$ cat src/design/fps_pkg.sv
package fps_pkg;

  localparam int HEIGHT_WIDTH = 16;
  localparam int TIME_WIDTH   = 32;
  localparam int CFG_WIDTH    = 20;
  localparam int CFG_IDX_W    = 3;

  // phase codes
  localparam logic [2:0] PH_PRELAUNCH   = 3'd0;
  localparam logic [2:0] PH_START_DELAY = 3'd1;
  localparam logic [2:0] PH_IN_ROCKET   = 3'd2;
  localparam logic [2:0] PH_FREE_FALL   = 3'd3;
  localparam logic [2:0] PH_SPRAYING    = 3'd4;
  localparam logic [2:0] PH_GROUND      = 3'd5;

  // register indexes
  localparam logic [CFG_IDX_W-1:0] REG_START_DELAY    = 3'd0;
  localparam logic [CFG_IDX_W-1:0] REG_SPRAY_WAIT     = 3'd1;
  localparam logic [CFG_IDX_W-1:0] REG_SPRAY_DURATION = 3'd2;
  localparam logic [CFG_IDX_W-1:0] REG_LANDING_WINDOW = 3'd3;
  localparam logic [CFG_IDX_W-1:0] REG_SPRAY_HEIGHT   = 3'd4;
  localparam logic [CFG_IDX_W-1:0] REG_LANDING_TOL    = 3'd5;
  localparam logic [CFG_IDX_W-1:0] REG_LIGHT_PERCENT  = 3'd6;

  // register reset values
  localparam logic [19:0] RST_START_DELAY    = 20'd20000;
  localparam logic [19:0] RST_SPRAY_WAIT     = 20'd5000;
  localparam logic [19:0] RST_SPRAY_DURATION = 20'd300000;
  localparam logic [19:0] RST_LANDING_WINDOW = 20'd10000;
  localparam logic [15:0] RST_SPRAY_HEIGHT   = 16'd300;
  localparam logic [15:0] RST_LANDING_TOL    = 16'd5;
  localparam logic [6:0]  RST_LIGHT_PERCENT  = 7'd90;

  localparam logic [6:0] LIGHT_SCALE = 7'd100;

  typedef struct packed {
    logic [TIME_WIDTH-1:0]   now_ms;
    logic                    arm_lever;
    logic [15:0]             light_level;
    logic [HEIGHT_WIDTH-1:0] height_m;
  } in_t;

  typedef struct packed {
    logic [2:0] flight_phase;
    logic       spray_on;
    logic       buzzer_on;
    logic       height_settled;
  } out_t;

  typedef struct packed {
    logic [19:0] start_delay_ms;
    logic [19:0] spray_wait_ms;
    logic [19:0] spray_duration_ms;
    logic [19:0] landing_window_ms;
    logic [15:0] spray_height_limit;
    logic [15:0] landing_tolerance;
    logic [6:0]  light_percent;
  } cfg_t;

  // wrapping time difference strictly above a limit
  function automatic logic elapsed(input logic [TIME_WIDTH-1:0] now,
                                   input logic [TIME_WIDTH-1:0] start,
                                   input logic [19:0]           limit);
    logic [TIME_WIDTH-1:0] diff;
    diff = now - start;
    return diff > {{(TIME_WIDTH-20){1'b0}}, limit};
  endfunction

endpackage

$ cat src/design/fps_cfg_regs.sv
module fps_cfg_regs (
  input  logic                          clk,
  input  logic                          rst,
  input  logic                          cfg_we,
  input  logic [fps_pkg::CFG_IDX_W-1:0] cfg_index,
  input  logic [fps_pkg::CFG_WIDTH-1:0] cfg_data,
  output fps_pkg::cfg_t                 cfg
);
  import fps_pkg::*;

  always_ff @(posedge clk) begin
    if (rst) begin
      cfg.start_delay_ms     <= RST_START_DELAY;
      cfg.spray_wait_ms      <= RST_SPRAY_WAIT;
      cfg.spray_duration_ms  <= RST_SPRAY_DURATION;
      cfg.landing_window_ms  <= RST_LANDING_WINDOW;
      cfg.spray_height_limit <= RST_SPRAY_HEIGHT;
      cfg.landing_tolerance  <= RST_LANDING_TOL;
      cfg.light_percent      <= RST_LIGHT_PERCENT;
    end else if (cfg_we) begin
      case (cfg_index)
        REG_START_DELAY:    cfg.start_delay_ms     <= cfg_data;
        REG_SPRAY_WAIT:     cfg.spray_wait_ms      <= cfg_data;
        REG_SPRAY_DURATION: cfg.spray_duration_ms  <= cfg_data;
        REG_LANDING_WINDOW: cfg.landing_window_ms  <= cfg_data;
        REG_SPRAY_HEIGHT:   cfg.spray_height_limit <= cfg_data[15:0];
        REG_LANDING_TOL:    cfg.landing_tolerance  <= cfg_data[15:0];
        REG_LIGHT_PERCENT:  cfg.light_percent      <= cfg_data[6:0];
        default: ;
      endcase
    end
  end

endmodule

$ cat src/design/fps_rules.sv
module fps_rules (
  input  logic          clk,
  input  logic          rst,
  input  logic          step,
  input  fps_pkg::in_t  item,
  input  fps_pkg::cfg_t cfg,
  output fps_pkg::out_t res
);
  import fps_pkg::*;

  logic [2:0]              phase, phase_next;
  logic [TIME_WIDTH-1:0]   arm_time, arm_time_next;
  logic [TIME_WIDTH-1:0]   fall_start_time, fall_start_time_next;
  logic [TIME_WIDTH-1:0]   spray_start_time, spray_start_time_next;
  logic [TIME_WIDTH-1:0]   last_sample_time, last_sample_time_next;
  logic [15:0]             light_baseline, light_baseline_next;
  logic [HEIGHT_WIDTH-1:0] sample0, sample0_next;
  logic [HEIGHT_WIDTH-1:0] sample1, sample1_next;
  logic                    sample_slot, sample_slot_next;
  logic                    spray_latch, spray_latch_next;
  logic                    buzzer_latch, buzzer_latch_next;

  logic [22:0]             light_scaled, base_scaled;
  logic                    take_sample;
  logic [HEIGHT_WIDTH-1:0] gap;
  logic                    settled;

  assign light_scaled = 23'(item.light_level) * 23'(LIGHT_SCALE);
  assign base_scaled  = 23'(light_baseline) * 23'(cfg.light_percent);
  assign take_sample  = elapsed(item.now_ms, last_sample_time, cfg.landing_window_ms);

  always_comb begin
    phase_next            = phase;
    arm_time_next         = arm_time;
    fall_start_time_next  = fall_start_time;
    spray_start_time_next = spray_start_time;
    last_sample_time_next = last_sample_time;
    light_baseline_next   = light_baseline;
    sample0_next          = sample0;
    sample1_next          = sample1;
    sample_slot_next      = sample_slot;
    spray_latch_next      = spray_latch;
    buzzer_latch_next     = buzzer_latch;

    if (item.arm_lever && phase_next == PH_PRELAUNCH) begin
      phase_next          = PH_START_DELAY;
      arm_time_next       = item.now_ms;
      light_baseline_next = item.light_level;
    end
    if (phase_next == PH_START_DELAY &&
        elapsed(item.now_ms, arm_time_next, cfg.start_delay_ms)) begin
      phase_next = PH_IN_ROCKET;
    end
    // baseline is the stored one: arming and ejection never share a step
    if (phase_next == PH_IN_ROCKET && light_scaled > base_scaled) begin
      phase_next           = PH_FREE_FALL;
      fall_start_time_next = item.now_ms;
    end
    if (item.height_m < cfg.spray_height_limit && phase_next == PH_FREE_FALL &&
        elapsed(item.now_ms, fall_start_time_next, cfg.spray_wait_ms)) begin
      phase_next            = PH_SPRAYING;
      spray_latch_next      = 1'b1;
      spray_start_time_next = item.now_ms;
    end
    if (phase_next == PH_SPRAYING &&
        elapsed(item.now_ms, spray_start_time_next, cfg.spray_duration_ms)) begin
      phase_next = PH_FREE_FALL;
    end

    if (take_sample) begin
      if (sample_slot) begin
        sample1_next = item.height_m;
      end else begin
        sample0_next = item.height_m;
      end
      sample_slot_next      = ~sample_slot;
      last_sample_time_next = item.now_ms;
    end

    gap     = (sample0_next > sample1_next) ? (sample0_next - sample1_next)
                                            : (sample1_next - sample0_next);
    settled = gap < cfg.landing_tolerance;

    if (settled && phase_next == PH_FREE_FALL) begin
      phase_next        = PH_GROUND;
      buzzer_latch_next = 1'b1;
    end
  end

  assign res.flight_phase   = phase_next;
  assign res.spray_on       = spray_latch_next;
  assign res.buzzer_on      = buzzer_latch_next;
  assign res.height_settled = settled;

  always_ff @(posedge clk) begin
    if (rst) begin
      phase            <= PH_PRELAUNCH;
      arm_time         <= '0;
      fall_start_time  <= '0;
      spray_start_time <= '0;
      last_sample_time <= '0;
      light_baseline   <= '0;
      sample0          <= '0;
      sample1          <= '0;
      sample_slot      <= 1'b0;
      spray_latch      <= 1'b0;
      buzzer_latch     <= 1'b0;
    end else if (step) begin
      phase            <= phase_next;
      arm_time         <= arm_time_next;
      fall_start_time  <= fall_start_time_next;
      spray_start_time <= spray_start_time_next;
      last_sample_time <= last_sample_time_next;
      light_baseline   <= light_baseline_next;
      sample0          <= sample0_next;
      sample1          <= sample1_next;
      sample_slot      <= sample_slot_next;
      spray_latch      <= spray_latch_next;
      buzzer_latch     <= buzzer_latch_next;
    end
  end

`ifndef ASSERT_OFF
  a_spray_latched: assert property (@(posedge clk) disable iff (rst)
    spray_latch |=> spray_latch) else $error("spray latch dropped");
  a_buzzer_latched: assert property (@(posedge clk) disable iff (rst)
    buzzer_latch |=> buzzer_latch) else $error("buzzer latch dropped");
  a_ground_buzzer: assert property (@(posedge clk) disable iff (rst)
    phase == PH_GROUND |-> buzzer_latch) else $error("ground without buzzer");
  a_spray_phase: assert property (@(posedge clk) disable iff (rst)
    phase == PH_SPRAYING |-> spray_latch) else $error("spraying without latch");
  a_idle_hold: assert property (@(posedge clk) disable iff (rst)
    !step |=> $stable(phase)) else $error("phase moved without a step");
`endif

endmodule

$ cat src/design/flight_phase_sequencer.sv
// path: input register, then result register; throughput: one item per cycle while
// the result side does not stall; the phase rules are one combinational pass on held state
// the next item sees the state the previous one left, updated at the same edge
// reset (rst, synchronous, active high): phase prelaunch, timers, baseline and samples zero,
// latches off, pipeline empty, registers back to their defaults
module flight_phase_sequencer (
  input  logic                          clk,
  input  logic                          rst,
  input  logic                          in_valid,
  output logic                          in_stall,
  input  fps_pkg::in_t                  in_data,
  output logic                          out_valid,
  input  logic                          out_stall,
  output fps_pkg::out_t                 out_data,
  input  logic                          cfg_we,
  input  logic [fps_pkg::CFG_IDX_W-1:0] cfg_index,
  input  logic [fps_pkg::CFG_WIDTH-1:0] cfg_data
);
  import fps_pkg::*;

  cfg_t cfg;
  in_t  s1_data;
  out_t res;
  logic s1_valid;
  logic adv;
  logic step;

  // result register can take a new value when empty or when its transfer happens
  assign adv      = !out_valid || !out_stall;
  // input register frees whenever its item moves on
  assign in_stall = s1_valid && !adv;
  // an item in the input register is applied to the state as it moves on
  assign step     = s1_valid && adv;

  fps_cfg_regs u_cfg (
    .clk       (clk),
    .rst       (rst),
    .cfg_we    (cfg_we),
    .cfg_index (cfg_index),
    .cfg_data  (cfg_data),
    .cfg       (cfg)
  );

  fps_rules u_rules (
    .clk  (clk),
    .rst  (rst),
    .step (step),
    .item (s1_data),
    .cfg  (cfg),
    .res  (res)
  );

  // control
  always_ff @(posedge clk) begin
    if (rst) begin
      s1_valid  <= 1'b0;
      out_valid <= 1'b0;
    end else begin
      if (!in_stall) begin
        s1_valid <= in_valid;
      end
      if (adv) begin
        out_valid <= s1_valid;
      end
    end
  end

  // payload, no reset
  always_ff @(posedge clk) begin
    if (in_valid && !in_stall) begin
      s1_data <= in_data;
    end
    if (step) begin
      out_data <= res;
    end
  end

`ifndef ASSERT_OFF
  a_no_overwrite: assert property (@(posedge clk) disable iff (rst)
    out_valid && out_stall |=> out_valid) else $error("pending result lost");
  a_step_fills: assert property (@(posedge clk) disable iff (rst)
    step |=> out_valid) else $error("stepped item produced no result");
  a_stall_cause: assert property (@(posedge clk) disable iff (rst)
    in_stall |-> out_valid && out_stall) else $error("input stalled without backpressure");
`endif

endmodule

$ cat config.mk
export PLATFORM = sky130hd
export DESIGN_NAME = flight_phase_sequencer
export DESIGN_NICKNAME = d
export VERILOG_FILES = /design/src/design/fps_pkg.sv /design/src/design/fps_cfg_regs.sv /design/src/design/fps_rules.sv /design/src/design/flight_phase_sequencer.sv
export SDC_FILE = /design/constraint.sdc
export NUM_CORES = 2
export LEC_CHECK = 0
export ABC_AREA = 1
export BUFFER_PORTS_ARGS = -buffer_cell sky130_fd_sc_hd__buf_2
export CORE_MARGIN = 8
export CORE_UTILIZATION = 45
export DETAILED_ROUTE_END_ITERATION = 8
export GPL_TIMING_DRIVEN = 0
export REMOVE_ABC_BUFFERS = 1
export SYNTH_ARGS = -nofsm -noshare
export SYNTH_HDL_FRONTEND = slang
export SYNTH_SLANG_ARGS = --single-unit
$ cat constraint.sdc
create_clock -name clk -period 16.94 [get_ports clk]
set_input_delay 3.388 -clock clk [delete_from_list [all_inputs] [get_ports clk]]
set_output_delay 3.388 -clock clk [all_outputs]
set_load 0.1 [all_outputs]
==> results.toml <==
[power]
switching_power_mw = 1.427
power.density_nw_per_um2 = 105.2
seqPwrFrac_pct = 28.1
internal_power_mw = 2.154
power_switching_share_pct = 39.85
power.share.clock_pct = 29.2
ir_worst_vdd_v = 0.00008539
p_total_mw = 3.581
leakage_nw = 17.00
combPwrFrac_pct = 42.7

[critical_path]
cp.arrival_ns = 16.16
cp-start-kind = "flip-flop"
r2r_end = "out_data[5]"
crit_slowest_cell = "dfxtp_2"
crit_type = "flip-flop to flip-flop"
slowest_delay_ns = 0.57
end_kind = "flip-flop"
critical_path_required_ns = 17.29
crit_top_cell = "nand2_1"
rr_startpoint = "u_cfg.cfg[1]"
ff2ff_setup_slack_ns = 1.13
crit_fanout = 35
worstRegToRegCells = 80

[cts]
clock-sinks = 374
cts-root-buf = "clkbuf_16"
clk_latency_ns = 0.61
cts_tree = "done"
cts_made_buffers = 47
clk_pin_slew_worst_paths_ns = 0.06
ctsLongestPathBuffers = 3
h-tree-depth = 2

[run_status]
outcome = "complete, no violations"

[drt]
drt_wl_total_um = 85570
drc = 0
vias = 27270
first_pass_iters = 5
drt_first_iter_violations = 1603
detail-route-antenna-nets = 0
post_drt_wl_per_cell_um = 16.17
vias_per_cell = 5.153

[final_layout]
diodes = 0
final_common_cell = "nand2_1"
n_fill_cell = 6934
stdcell_count = 5292
nNetsFinal = 4933
layout_common_cells = "874 x nand2_1, 758 x inv_1, 422 x a21oi_1, 382 x ha_1, 326 x nor2_1"
fin_util_pct = 49.73
syn2layout_area_growth_pct = 9.480
layout-drive-gt1-share_pct = 6.054
stdcell_area_sq_um = 34050

[flow_run]
cap_violations = 0

[worst_hold_path]
hold-path-cell-count = 2
min_path_type = "flip-flop to flip-flop"
min_to = "u_rules.spray_start_time[11]"
hp-start = "u_rules.spray_start_time[11]"

[global_routing]
grt_max_degree = 151
grt_usage_pct = 21.46
grt_pass1_wl_um = 136400
overflow = 0
grt_pass1_vias = 25470
antenna_found_initial = 3

[floorplanning]
die-area_sq_um = 77770
row_count = 96
io_pins = 101
die_h_um = 278.9
start_util_pct = 45.42
die_x_um = 278.9
core_area_sq_um = 68470

[placement]
port_buffers = 100
postPlaceCellArea_sq_um = 32320
dp_slack_ns = -0.8253
place_inst = 5203
gp_congestion = 0.9157
place_hpwl_um = 65670

[sta]
hold_viol = 0
postLayoutSetupSlackWorst_ns = 1.130
worstMarginPinSlew_ns = 1.170
fin_tns_setup_ns = 0
finClkSkew_ns = 0.03427
fmax_mhz = 63.25
setup_violations = 0
maxSlewViolCount = 0
max_slew_margin_pct = 22.02
hold_ws_ns = 0.4515
finalCritPeriodShare_pct = 93.33
rsz0062_at_grt = "false"
period_needed_ns = 15.81

[logic_synthesis]
ys_types = 62
ys_seq_elements = 374
synth-simple-area-share_pct = 20.26
synth_area_leaders = "dfxtp_1 20%, ha_1 15%, nand2_1 11%"
synthXorXnorAreaFrac_pct = 4.281
netlist.area_leader.share_pct = 19.51
synth_adder_area_share_pct = 20.91
ys_warn_count = 0
synth_seq_area_share_pct = 26.36
syn-cell-area_sq_um = 31100
synth_top_family_by_area = "adder cells"
synthMuxAreaShare_pct = 0.09656
netlist_instances = 4369
yosysTopAreaCell = "dfxtp_1"
synth_compound_area_share_pct = 16.67
syn_area_per_cell_sq_um = 7.118
-- cell usage after synthesis (all sizes together) --
cell type,count
clkbuf,132
a21o,16
nor4,8
xnor2,67
a31oi,14
o211ai,69
o41ai,1
ha,382
mux2i,3
o31ai,8
o21a,10
and2,3
edfxtp,71
o21ai,296
a221oi,3
a2111oi,2
xor2,85
nor3,26
fa,86
or2,5
clkinv,5
o221a,2
a41oi,1
a21boi,5
dfxtp,303
o2111ai,2
nor2,339
o21bai,14
o311ai,1
buf,27
inv,768
and3,1
nand4,37
a211oi,40
nand3b,9
nand3,201
a211o,1
a22o,1
o221ai,7
nand2,889
a21oi,427
nor3b,2
-- logic make-up after synthesis --
kind of cell | count (synthesis)
mux | 3
compound gates | 920
xor+xnor | 152
flops | 374
fa+ha+maj | 468
buf+inv | 932
simple gates | 1520
-- timing repair --
action	CTS	global route
pin swaps	0	1
cloned	0	2
endpoints found under the hold margin	0	0
setup endpoints to repair	8	8
gates resized for setup	9	13
setup buffers	0	0
hold buffers	0	0
-- cell type report --
| class | instances | area, sq um | share of cell area (%) |
|---|---|---|---|
| Sequential cell | 374 | 8213 | 24.12 |
| Tap cell | 882 | 1104 | 3.241 |
| Clock inverter | 11 | 132.6 | 0.3896 |
| Clock buffer | 76 | 1500 | 4.406 |
| Multi-Input combinational cell | 3065 | 19440 | 57.11 |
| Inverter | 773 | 2913 | 8.556 |
| Timing Repair Buffer | 111 | 738.2 | 2.168 |
-- worst max-delay path by stage --
stage / slack [ns] / depth (start not counted) / to / startpoint
global placement: -5.86 / 9 / u_rules.light_baseline[1] / out_stall
CTS: 0.04 / 77 / out_data[1] / u_cfg.cfg[6]
finish: 1.13 / 80 / out_data[5] / u_cfg.cfg[1]
detailed placement: -0.83 / 77 / out_data[5] / u_cfg.cfg[6]
global route: 0.004 / 83 / out_data[1] / u_rules.light_baseline[1]
floorplan: 2.24 / 8 / u_rules.light_baseline[0] / out_stall
-- sequential cells by signal (all words and copies together) (netlist names) --
signal                    flops
u_cfg.cfg                   119
s1_data                      65
u_rules.arm_time             32
u_rules.fall_start_time      32
u_rules.last_sample_time     32
u_rules.spray_start_time     32
u_rules.light_baseline       16
u_rules.sample0              16
u_rules.sample1              16
out_data                      6
u_rules.phase                 3
out_valid                     1
s1_valid                      1
u_rules.buzzer_latch          1
u_rules.sample_slot           1
u_rules.spray_latch           1
-- power by group through the flow --
stage	sequential (mW)	combinational, mW	clock, mW
2_1_floorplan	1.02	1.14	0
3_3_place_gp	1.03	1.50	0
3_5_place_dp	1.03	1.50	0
4_1_cts	1.01	1.52	1.07
5_1_grt	1.01	1.75	1.11
6_report	1.01	1.53	1.04
-- critical path, delay by kind of cell, from the launching register on --
kind                     cells  cell delay (ns)
adder cells (fa/ha/maj)     11             3.91
XOR/XNOR                     3             0.38
AO/OA/AOI/OAI               17             3.82
buffers and inverters        8             0.69
AND/OR/NAND/NOR             41             6.15
flip-flops                   1             0.57
-- metal layers --
layer	GRT usage (%)	share of wire (%)	up-vias	routed length [um]
met5	0	0.048	-	41
met1	28.62	47	12470	40490
met4	6.698	3.2	6	2707
met2	35.89	45	476	38810
met3	2.813	4.1	111	3528
li1	-	-	14200	-
No activity file was read; power rests on OpenSTA's default activity.
